==> src/rtl/core/lmt_pkg.sv <==
package lmt_pkg;

    // Image geometry and sample format
    localparam int MAX_WIDTH   = 4096;
    localparam int MAX_HEIGHT  = 4096;
    localparam int SAMPLE_BITS = 16;

    // Derived widths
    localparam int COL_BITS    = $clog2(MAX_WIDTH);
    localparam int WID_BITS    = $clog2(MAX_WIDTH + 1);
    localparam int ROW_BITS    = $clog2(MAX_HEIGHT + 2);
    localparam int ROWSUM_BITS = SAMPLE_BITS + 2;
    localparam int SUM_BITS    = SAMPLE_BITS + 4;
    localparam int CNT_BITS    = 4;

    // Fixed field widths
    localparam int CFG_BITS     = 13;
    localparam int CFG_IDX_BITS = 1;
    localparam int PIXEL_BITS   = 16;
    localparam int COORD_BITS   = 12;

    // Result queue
    localparam int FIFO_DEPTH = 8;
    localparam int FIFO_BITS  = $clog2(FIFO_DEPTH);

    // Register indexes
    localparam logic [CFG_IDX_BITS-1:0] REG_IMAGE_WIDTH  = 1'd0;
    localparam logic [CFG_IDX_BITS-1:0] REG_IMAGE_HEIGHT = 1'd1;

    localparam logic [CFG_BITS-1:0] WIDTH_RESET  = 13'd4096;
    localparam logic [CFG_BITS-1:0] HEIGHT_RESET = 13'd4096;

    // Request opcodes
    localparam logic OP_PIXEL = 1'b0;
    localparam logic OP_DRAIN = 1'b1;

    typedef logic [SAMPLE_BITS-1:0] sample_t;

    // 3x3 window: [row top/mid/bottom][col left/mid/right]
    typedef logic [2:0][2:0][SAMPLE_BITS-1:0] lmt_win_t;

    typedef struct packed {
        logic                  op;
        logic [PIXEL_BITS-1:0] pixel;
    } lmt_in_t;

    typedef struct packed {
        logic                  above_mean;
        logic [COORD_BITS-1:0] out_row;
        logic [COORD_BITS-1:0] out_col;
        logic                  last;
    } lmt_out_t;

    // Per-request result tag carried down the pipeline
    typedef struct packed {
        logic                  res;
        logic [COORD_BITS-1:0] row;
        logic [COORD_BITS-1:0] col;
        logic                  last;
        logic                  top_ok;
        logic                  bot_ok;
        logic                  left_ok;
        logic                  right_ok;
    } lmt_tag_t;

    // Request into the line-memory stage
    typedef struct packed {
        logic                valid;
        logic [COL_BITS-1:0] addr;
        sample_t             sample;
        lmt_tag_t            tag;
    } lmt_req_t;

endpackage

==> src/rtl/core/lmt_fifo.sv <==
module lmt_fifo import lmt_pkg::*; (
    input  logic               aclk,
    input  logic               aresetn,
    input  logic               push,
    input  lmt_out_t           push_data,
    output logic               m_valid,
    input  logic               m_ready,
    output lmt_out_t           m_data,
    output logic [FIFO_BITS:0] level
);

    lmt_out_t             mem_reg [FIFO_DEPTH];
    logic [FIFO_BITS-1:0] wr_ptr_reg, wr_ptr_next;
    logic [FIFO_BITS-1:0] rd_ptr_reg, rd_ptr_next;
    logic [FIFO_BITS:0]   count_reg, count_next;
    logic                 pop;

    assign pop = m_valid && m_ready;

    // Advance pointers and occupancy
    always_comb begin
        wr_ptr_next = push ? wr_ptr_reg + FIFO_BITS'(1) : wr_ptr_reg;
        rd_ptr_next = pop  ? rd_ptr_reg + FIFO_BITS'(1) : rd_ptr_reg;
        count_next  = count_reg + (FIFO_BITS+1)'(push) - (FIFO_BITS+1)'(pop);
    end

    always_ff @(posedge aclk) begin
        if (!aresetn) begin
            wr_ptr_reg <= '0;
            rd_ptr_reg <= '0;
            count_reg  <= '0;
        end else begin
            wr_ptr_reg <= wr_ptr_next;
            rd_ptr_reg <= rd_ptr_next;
            count_reg  <= count_next;
        end
    end

    // Store the result
    always_ff @(posedge aclk) begin
        if (push) begin
            mem_reg[wr_ptr_reg] <= push_data;
        end
    end

    assign m_valid = (count_reg != '0);
    assign m_data  = mem_reg[rd_ptr_reg];
    assign level   = count_reg;

endmodule

==> config.mk <==
export PLATFORM = sky130hd
export DESIGN_NAME = lmt_fifo
export DESIGN_NICKNAME = d
export VERILOG_FILES = /design/src/rtl/core/lmt_pkg.sv /design/src/rtl/core/lmt_fifo.sv
export SDC_FILE = /design/constraint.sdc
export NUM_CORES = 1
export LEC_CHECK = 0
export ABC_AREA = 1
export BUFFER_PORTS_ARGS = -buffer_cell sky130_fd_sc_hd__buf_2
export CAP_MARGIN = 10
export CORE_ASPECT_RATIO = 2
export CORE_MARGIN = 2
export CORE_UTILIZATION = 35
export DETAILED_ROUTE_END_ITERATION = 10
export HOLD_SLACK_MARGIN = 0.08
export SETUP_SLACK_MARGIN = 0.02
export SLEW_MARGIN = 10
export SYNTH_ARGS = -nofsm -noshare
export SYNTH_HDL_FRONTEND = slang
export SYNTH_SLANG_ARGS = --single-unit
export TNS_END_PERCENT = 10
==> constraint.sdc <==
create_clock -name aclk -period 3.1 [get_ports aclk]
set_input_delay 0.465 -clock aclk [delete_from_list [all_inputs] [get_ports aclk]]
set_output_delay 0.465 -clock aclk [all_outputs]
set_load 0.005 [all_outputs]
After elaboration in Yosys (flattened, before gate mapping):

Memory sizes are Yosys's and may differ from the RTL's. A register that Yosys moved wholly into a read port is not among the register bits.
Index checks and enable logic that the tools add are counted.

* reduce and logical (&&, ||, !) cells: 2
* $add $sub $neg: 4
* muxes and demuxes: 4

Operator list (count)
* 3-bit by 1-bit adder with 3-bit output, second input constant: 2
* 3-bit 2-to-1 mux: 2
* 4-bit by 1-bit adder with 4-bit output: 1
* 4-bit nonzero test: 1
* 4-bit by 1-bit subtractor with 4-bit output: 1
* 1-bit 2-to-1 mux: 2
* 1-bit logical AND: 1

* output and inout bits: 31
* memory bits (writable): 208
* word-level logic and storage cells: 14
* memories: 1
* register bits: 10

Memory list
* mem_reg: words 8, width 26, read ports 1, clocked after Yosys merged registers in 1, wr ports 1, RTL line lmt_fifo.sv:12 `lmt_out_t mem_reg [FIFO_DEPTH];`

Logic depth before layout (Yosys ltp):

Gate-level depths: netlist of the first run.

* word-level depth: 4
* depth in mapped cells: 11

Worst setup path before layout of the first run:

Ideal clock, no wire load.

* path kind: in2reg
* from: in push
* to: mem mem_reg[0][0] (netlist bit) (enable)
* buffers on the path: 0
* cell stages on the path: 3
* required time: 2691 ps
* setup slack: 824 ps
* arrival: 1867 ps
* cells stage by stage: inv_2 -> or2_1 -> nor2_1

* longest elaborated chain between the ends: 2

RTL lines
* from (decl): RTL line lmt_fifo.sv:4 `input logic push,`
* 1-bit 2-to-1 mux: RTL line lmt_fifo.sv:41 `if (push) begin`
* 1-bit 2-to-1 mux (implied by the code): RTL line lmt_fifo.sv:42 `mem_reg[wr_ptr_reg] <= push_data;`
* to (decl): RTL line lmt_fifo.sv:12

No other way between the ends.

==> metrics.csv, run 1 <==
metric,value,unit
status,"finished, final reports clean",
yosysSeqAreaShare,67.02,%
drt_iter0_markers,392,
fin_ws,0.4834,ns
clockBufferDepth,3,
slowest_delay,0.40,ns
cts_root_buffer,clkbuf_16,
area_delta_synth_final,12.79,%
ios,61,
gp_congestion,0.7409,
cts_resized,0,
synth_cells,988,
path_max_fanout,27,
dieArea,29170,um2
vias,6293,
maxCapViolCount,0,
fin_crit_sh,84.41,%
grt_max_degree,105,
relSlewSlack,57.33,%
cp_slowest_cell,inv_2,
portBuffers,60,
min_path_type,in2reg,
largest_reg_flops,208,
tritoncts,yes,
worstPathRequired,2.63,ns
drive_gt1_share,16.67,%
clock-sinks,221,
hold_viol_final,0,
finalSetupViolations,0,
wirelength,20480,um
grt_usage,14.60,%
syn_area_per_cell,9.826,um2
dp_slack,0.9337,ns
hpwl,12120,um
critPathArrivalTime,2.15,ns
p_leak,4.937,nW
cts_hold_buf,0,
grt_pass1_vias,6286,
grt_overflow_total,0,
fillerInstances,2613,
power_density,671.1,nW/um2
clk_latency,0.48,ns
synth_nets,1025,
peakVddDrop,0.0004248,V
start_kind,flip-flop,
crit_chain,inv_2 > buf_4 > nand2_1 > nand3_1 > nand2_1 > nand2_1 > nand2_1 > buf_2,
routedWlPerCell,14.55,um
yosysUniqueCellTypes,19,
grt_pass1_wl,32550,um
fmax,0.3822,GHz
min_period,2.617,ns
ys.warnings.count,0,
r2r_setup_slack,0.96,ns
cts_buffers,19,
coreArea,27440,um2
dr.pass1.iters,4,
die_w,121.8,um
nets,1081,
slew_violations,0,
total_power,7.348,mW
rsz0062_at_grt,no,
num_antenna_cells,0,
fp-row-count,86,
clk_pin_slew,0.07,ns
worstMarginPinSlew,0.6394,ns
synth_seq_cells,221,
die_h,239.5,um
drtAntennaViolNets,0,
syn-cell-area,9708,um2
tns,0,ns
initial_core_util,35.38,%
worstSetupEndpointType,output port,
setup.worst_path.class,reg2out,
antenna_found_initial,0,
finClkSkew,0.008986,ns
drc,0,
viasPerCell,4.469,
cts_setup_buffers,0,
cp_common_cell,nand2_1,
htree_levels,1,
cells in the final DEF (no fill, tap or decap):
cell and count:
inv_2 63, clkbuf_1 5, dfxtp_4 1, fa_1 1, o21ai_0 4, buf_12 3, buf_4 12, dfxtp_1 11
clkinv_2 7, clkinv_1 6, or2_1 2, buf_2 60, inv_1 157, ha_1 6, nand2_1 353, clkbuf_16 19
clkbuf_8 2, nand3_1 110, dfxtp_2 1, nor2_2 5, edfxtp_1 208, nor2_1 9, a21oi_1 8, nor2_4 3
where the power goes:
group          internal, mW  switching (mW)  total, mW
clock network          1.18           0.998       2.18
registers              3.37          0.0744       3.45
logic                 0.600            1.12       1.72
layout make-up:
cell class	instances	area [um2]	area share, %
clock inverter	7	32.53	0.2971
sequential	221	6511	59.47
inverter	226	850.8	7.771
clock buffer	26	521.8	4.765
tap	352	440.4	4.022
timing repair buffer	75	450.4	4.114
multi-input combinational	501	2142	19.56
per-layer routing:
layer,track usage (%),share of wire (%),routed length [um]
met5,0,0,0
met4,6.618,3.0,607
met3,1.762,2.9,590
met2,27.54,54,11150
met1,15.93,40,8133
worst max-delay path, delay by kind of cell (launching register included):
family                 cells  cell delay, ns
and+or+nand+nor            5            0.38
DFF                        1            0.35
buffers and inverters      3            0.90
final timing paths:
check           startpoint              to  cells past startpoint
max              flip-flop       m_data[1]                      8
min          push_data[14]  mem_reg[2][14]                      1
max reg2reg       level[2]        level[2]                     10
min reg2reg  wr_ptr_reg[0]   wr_ptr_reg[0]                      2
stage by stage:
stage / hold slack [ns] / util, % / instance area (um2) / cells
global placement: 0.4773 / 37.88 / 10400 / 1375
global route: 0.2335 / 39.90 / 10950 / 1408
floorplan: 0.4645 / - / 9708 / 988
finish: 0.2371 / 39.90 / 10950 / 1408
detailed placement: 0.4841 / 37.88 / 10400 / 1375
CTS: 0.2241 / 39.90 / 10950 / 1408
cell families (layout without fill, tap and decap cells):
group	after synthesis	after routing	synth area share, %
and+or+nand+nor	482	482	20.11
adders and majority gates	7	7	0.9795
buffers and inverters	266	334	11.28
DFF	221	221	67.02
AOI/OAI and AO/OA	12	12	0.6187
synth_stat cells (all sizes together):
library cell / instances / area [um2]
nand2: 353 / 1325
inv: 220 / 825.8
edfxtp: 208 / 6246
nand3: 110 / 550.5
buf: 32 / 214.0
nor2: 17 / 63.81
dfxtp: 13 / 260.3
a21oi: 8 / 40.04
clkbuf: 8 / 30.03
clkinv: 6 / 25.02
ha: 6 / 75.07
o21ai: 4 / 20.02
or2: 2 / 12.51
fa: 1 / 20.02
(Power assumes the default switching activity.)
==> run 2, diff against run 1 <==
--- a/config.mk
+++ b/config.mk
@@ -5,7 +5,7 @@
 export SDC_FILE = /design/constraint.sdc
 export NUM_CORES = 1
 export LEC_CHECK = 0
-export ABC_AREA = 1
+export ABC_AREA = 0
 export BUFFER_PORTS_ARGS = -buffer_cell sky130_fd_sc_hd__buf_2
 export CAP_MARGIN = 10
 export CORE_ASPECT_RATIO = 2
==> constraint.sdc (replaced) <==
create_clock -name aclk -period 2.2 [get_ports aclk]
set_input_delay 0.33 -clock aclk [delete_from_list [all_inputs] [get_ports aclk]]
set_output_delay 0.33 -clock aclk [all_outputs]
set_load 0.005 [all_outputs]
==> metrics.csv, run 2 <==
metric,value,unit,change
status,finished with violations,,"was finished, final reports clean"
violations,negative setup slack,,
synth_most_common_cell,edfxtp_1,,was nand2_1
drtAntennaViolNets,0,,unchanged
ios,61,,unchanged
yosysSeqAreaShare,75.20,%,was 67.02%
critPathArrivalTime,2.11,ns,was 2.15 ns
coreArea,24420,um2,was 27440 um2
mostFrequentLayoutCells,"edfxtp_1 (208), buf_2 (46), mux4_2 (45)",,"was nand2_1 (353), edfxtp_1 (208), inv_1 (157)"
grt_pass1_vias,4264,,was 6286
grt_overflow_total,0,,unchanged
hpwl,10090,um,was 12120 um
peakVddDrop,0.0005516,V,was 0.0004248 V
dp_slack,0.006623,ns,was 0.9337 ns
drive_gt1_share,43.42,%,was 16.67%
hold_viol_final,0,,unchanged
wirelength,17070,um,was 20480 um
p_leak,3.405,nW,was 4.937 nW
worstSetupEndpointType,output port,,unchanged
viasPerCell,4.814,,was 4.469
gp_congestion,0.6938,,was 0.7409
tritoncts,yes,,unchanged
die_w,115.2,um,was 121.8 um
drt_iter0_markers,243,,was 392
worstMarginPinSlew,0.4404,ns,was 0.6394 ns
relSlewSlack,70.54,%,was 57.33%
synthTopCellsByArea,"edfxtp_1 (72%), mux4_1 (14%), mux2_2 (3.4%)",,"was edfxtp_1 (64%), nand2_1 (14%), inv_1 (6.1%)"
synth-main-ff-cell,edfxtp_1,,unchanged
synth-edff-count,208,,unchanged
drc,0,,unchanged
routedWlPerCell,20.99,um,was 14.55 um
crit_chain,buf_12 > clkbuf_16 > mux4_2 > mux2_4 > buf_6,,was inv_2 > buf_4 > nand2_1 > nand3_1 > nand2_1 > nand2_1 > nand2_1 > buf_2
synth_nets,410,,was 1025
r2r_setup_slack,0.12,ns,was 0.96 ns
portBuffers,60,,unchanged
vias,3914,,was 6293
synth_top_cell_area_share,72.19,%,was 64.34%
finClkSkew,0.01688,ns,was 0.008986 ns
yosys.area.top_type,edfxtp_1,,unchanged
ys_async_sr_fraction,0,%,unchanged
path_max_fanout,7,,was 27
fin_ws,-0.2395,ns,was 0.4834 ns
fmax,0.4099,GHz,
post-route-util,42.37,%,was 39.90%
min_path_type,in2reg,,unchanged
finalSetupViolations,26,,was 0
clk_latency,0.49,ns,was 0.48 ns
min_period,2.440,ns,
fin_crit_sh,110.9,%,
fp-row-count,81,,was 86
slew_violations,0,,unchanged
slowest_delay,0.51,ns,was 0.40 ns
antenna_found_initial,2,,was 0
yosysUniqueCellTypes,25,,was 19
clock-sinks,221,,unchanged
synth_seq_cells,221,,unchanged
largest_reg_flops,208,,unchanged
layout_commonest_cell,edfxtp_1,,was nand2_1
initial_core_util,35.42,%,was 35.38%
nets,504,,was 1081
grt_usage,12.89,%,was 14.60%
rr_worst_depth,10,,unchanged
die_h,226.4,um,was 239.5 um
start_kind,flip-flop,,unchanged
ys.warnings.count,0,,unchanged
cts_buffers,19,,unchanged
cts_hold_buf,0,,unchanged
htree_levels,1,,unchanged
synth_cells,373,,was 988
netlist_top_cells_count,"edfxtp_1 (208), mux4_1 (46), mux2_2 (26)",,"was nand2_1 (353), edfxtp_1 (208), inv_1 (157)"
dr.pass1.iters,4,,unchanged
fin_cells,813,,was 1408
syn-cell-area,8652,um2,was 9708 um2
hold_end,mem_reg[6][10],,was mem_reg[2][14]
cp_slowest_cell,mux4_2,,was inv_2
dieArea,26070,um2,was 29170 um2
total_power,10.02,mW,was 7.348 mW
placed_cells,770,,was 1375
clk_pin_slew,0.07,ns,about the same
reg2reg_from,level[2],,unchanged
cts_root_buffer,clkbuf_16,,unchanged
setup.worst_path.class,reg2out,,unchanged
rsz0062_at_grt,yes,,was no
r2r-end,level[2],,unchanged
hold_path.startpoint,push_data[10],,was push_data[14]
syn_area_per_cell,23.20,um2,was 9.826 um2
grt_pass1_wl,24990,um,was 32550 um
worstPathRequired,1.87,ns,was 2.63 ns
area_delta_synth_final,19.62,%,was 12.79%
grt_max_degree,53,,was 105
power_density,967.7,nW/um2,was 671.1 nW/um2
holdWs,0.1089,ns,was 0.2371 ns
holdPathStages,1,,unchanged
clockBufferDepth,3,,unchanged
maxCapViolCount,0,,unchanged
## run 2: cell count changes in the layout (fill, tap and decap cells not counted), sizes merged, moves of 6 or more
cell    before  now
nand2      353    9
inv        220    7
nand3      110    1
mux4         0   52
mux2         0   26
buf         75   85
nor2        17    7
clkinv      13    4
mux2i        0    9
a21oi        8    1
nand2b       0    6
## run 2: metrics by stage
| step | area (um2) | TNS [ns] |
|---|---|---|
| after global placement | 9559 | 0 |
| after CTS | 10140 | -6.182 |
| after global routing | 10350 | -6.504 |
| after floorplan | 8657 | -12.55 |
| after detailed placement | 9559 | 0 |
| final | 10350 | -5.214 |
## run 2: worst max-delay path by stage
stage	from	to	slack (ns)	cells past startpoint
finish	flip-flop	m_data[24]	-0.24	5
global route	flip-flop	m_data[24]	-0.28	5
CTS	flip-flop	m_data[6]	-0.28	4
floorplan	wr_ptr_reg[2]	mem_reg[4][0]	-0.48	2
global placement	level[2]	level[1]	0.22	9
detailed placement	level[2]	level[2]	0.007	10
## run 2: cell type report
class | count | area (um2)
diodes | 2 | 5.005
clock buffers | 21 | 483.0
clock inverters | 12 | 113.9
fillers | 2146 | 14070
inverters | 4 | 15.01
multi-input cells | 132 | 2007
flip-flops and latches | 221 | 6513
well taps | 332 | 415.4
repair buffers | 89 | 798.3
## run 2: critical path: cells and delay by family, from the launching register on
family	cells	cell delay [ns]
mux	2	0.81
buf+inv	3	0.43
flops	1	0.38
## run 2: repair_timing
item / 4_1_cts / 5_1_grt
gates cloned: 0 / 6
resized for setup: 23 / 54
setup endpoints to repair: 27 / 29
pin swaps: 1 / 1
setup buffers: 0 / 2
## run 2: cells by family after synthesis
family                     Yosys count  synth area share [%]
DFF                                221                 75.20
muxes                               87                 19.96
and+or+nand+nor                     33                 1.909
buffers and inverters               20                 1.388
adders and majority gates            7                 1.099
xor gates and xnor gates             3                0.3037
AOI/OAI and AO/OA                    2                0.1446
## run 2: metal layers
layer / track usage, % / up-vias / wire (um)
li1: - / 1728 / -
met4: 5.674 / 0 / 495
met2: 23.72 / 90 / 9509
met1: 14.62 / 2067 / 6479
met5: 0 / - / 0
met3: 1.738 / 29 / 583
## run 2: report_power, final
part | switching (mW) | leakage (nW) | total, mW | internal [mW]
registers | 0.0797 | 2.00 | 4.83 | 4.75
logic | 0.807 | 1.12 | 1.95 | 1.14
clock network | 1.49 | 0.283 | 3.23 | 1.75
==> run 3, diff against run 2 <==
--- a/config.mk
+++ b/config.mk
@@ -13,7 +13,6 @@
 export CORE_UTILIZATION = 35
 export DETAILED_ROUTE_END_ITERATION = 10
 export HOLD_SLACK_MARGIN = 0.08
-export SETUP_SLACK_MARGIN = 0.02
 export SLEW_MARGIN = 10
 export SYNTH_ARGS = -nofsm -noshare
 export SYNTH_HDL_FRONTEND = slang
==> metrics.csv, run 3 (same netlist as run 2, synthesis figures left out) <==
metric,value,unit,change
dieArea,26070,um2,unchanged
grt_usage,12.89,%,unchanged
placed_cells,770,,unchanged
global_route.usage.met3,1.738,%,unchanged
antenna_found_initial,2,,unchanged
gp_congestion,0.6938,,unchanged
coreArea,24420,um2,unchanged
start_kind,flip-flop,,unchanged
rsz0062_at_grt,yes,,unchanged
rr_worst_depth,9,,was 10
power_frac_comb,19.4,%,was 19.5%
finClkSkew,0.01697,ns,was 0.01688 ns
netSwitchingFraction,23.72,%,was 23.71%
ios,61,,unchanged
initial_core_util,35.42,%,unchanged
grt.busiest_layer,met2,,unchanged
min_period,2.441,ns,was 2.440 ns
cts_root_buffer,clkbuf_16,,unchanged
wirelength,17040,um,was 17070 um
slowest_delay,0.51,ns,about the same
slew_violations,0,,unchanged
drive_gt1_share,43.42,%,unchanged
htree_levels,1,,unchanged
clk_latency,0.49,ns,about the same
fin_cells,813,,unchanged
fmax,0.4097,GHz,was 0.4099 GHz
drt_iter0_markers,240,,was 243
die_h,226.4,um,unchanged
met2_usage,23.72,%,unchanged
hpwl,10090,um,unchanged
nets,504,,unchanged
finalSetupViolations,26,,unchanged
total_power,10.01,mW,was 10.02 mW
setup.worst_path.class,reg2out,,unchanged
vias,3907,,was 3914
violations,negative setup slack,,unchanged
min_path_type,in2reg,,unchanged
clockBufferDepth,3,,unchanged
internal_power,7.633,mW,was 7.641 mW
grt_pass1_wl,24990,um,unchanged
worstPathRequired,1.87,ns,about the same
grt_pass1_vias,4264,,unchanged
peakVddDrop,0.0005503,V,was 0.0005516 V
cts_hold_buf,0,,unchanged
tns,-5.222,ns,was -5.214 ns
path_max_fanout,7,,unchanged
fin_crit_sh,111.0,%,was 110.9%
dr.pass1.iters,4,,unchanged
clk_pin_slew,0.07,ns,about the same
maxCapViolCount,0,,unchanged
holdPathStages,1,,unchanged
drc,0,,unchanged
portBuffers,60,,unchanged
crit_chain,buf_12 > clkbuf_16 > mux4_2 > mux2_4 > buf_6,,unchanged
cp_slowest_cell,mux4_2,,unchanged
routedWlPerCell,20.96,um,was 20.99 um
worstMarginPinSlew,0.4408,ns,was 0.4404 ns
power_density,967.2,nW/um2,was 967.7 nW/um2
grt_max_degree,53,,unchanged
power_frac_seq,48.3,%,about the same
die_w,115.2,um,unchanged
drtAntennaViolNets,0,,unchanged
p_clk_share,32.3,%,about the same
fin_ws,-0.2409,ns,was -0.2395 ns
p_leak,3.404,nW,was 3.405 nW
critPathArrivalTime,2.11,ns,about the same
viasPerCell,4.806,,was 4.814
fp-row-count,81,,unchanged
grt_overflow_total,0,,unchanged
power_switching,2.374,mW,was 2.375 mW
dp_slack,0.006623,ns,unchanged
clock-sinks,221,,unchanged
cts_buffers,19,,unchanged
layout_commonest_cell,edfxtp_1,,unchanged
largest_reg_flops,208,,unchanged
status,finished with violations,,unchanged
use_met1,14.62,%,unchanged
area_delta_synth_final,19.59,%,was 19.62%
mostFrequentLayoutCells,"edfxtp_1 (208), buf_2 (46), mux4_2 (45)",,unchanged
tritoncts,yes,,unchanged
hold_viol_final,0,,unchanged
worstSetupEndpointType,output port,,unchanged
relSlewSlack,70.52,%,was 70.54%
==> run 3: cell counts in the layout (fill, tap and decap cells not counted) <==
Identical to the previous run, type by type.
==> run 3: layer usage <==
metal | share of wire [%] | vias to the layer above | routed length [um]
li1 | - | 1728 | -
met4 | 2.9 | 0 | 495
met5 | 0 | - | 0
met1 | 38 | 2063 | 6482
met2 | 56 | 88 | 9485
met3 | 3.4 | 28 | 576
==> run 3: repair_timing <==
| action | CTS | global route |
|---|---|---|
| pin swaps | 1 | 0 |
| cloned | 0 | 6 |
| setup buffers | 0 | 2 |
| gates resized for setup | 23 | 53 |
| endpoints found under the setup margin | 27 | 28 |
==> run 3: worst paths after layout <==
kind	endpoint	from	slack, ns
max	m_data[24]	flip-flop	-0.24
min	mem_reg[0][3]	push_data[3]	0.11
max reg2reg	level[1]	level[2]	0.08
min reg2reg	flip-flop	rd_ptr_reg[2]	0.48
==> run 3: area by class of cell <==
type	count	area [um2]
flip-flops and latches	221	6513
clock buffers	21	483.0
fillers	2147	14080
inverters	4	15.01
well taps	332	415.4
multi-input cells	132	2004
repair buffers	89	798.3
diodes	2	5.005
clock inverters	12	113.9
==> run 3: through the flow <==
stage	hold slack, ns	util, %	area (um2)
after floorplan	0.4289	-	8657
after global placement	0.4659	39.14	9559
after detailed placement	0.4669	39.14	9559
after CTS	0.09425	41.52	10140
after global routing	0.1011	42.36	10350
final	0.1092	42.36	10350
==> run 3: power by group through the flow <==
stage,clock (mW),sequential [mW],combinational [mW]
floorplan,0,4.90,0.973
global placement,0,4.91,1.49
detailed placement,0,4.92,1.55
CTS,3.31,4.83,1.62
global route,3.45,4.85,2.09
finish,3.24,4.83,1.94
==> run 3: worst max-delay path, delay by kind of cell, from the launching register on <==
family / cells / cell delay [ns]
buf+inv: 3 / 0.43
flops: 1 / 0.38
mux: 2 / 0.81
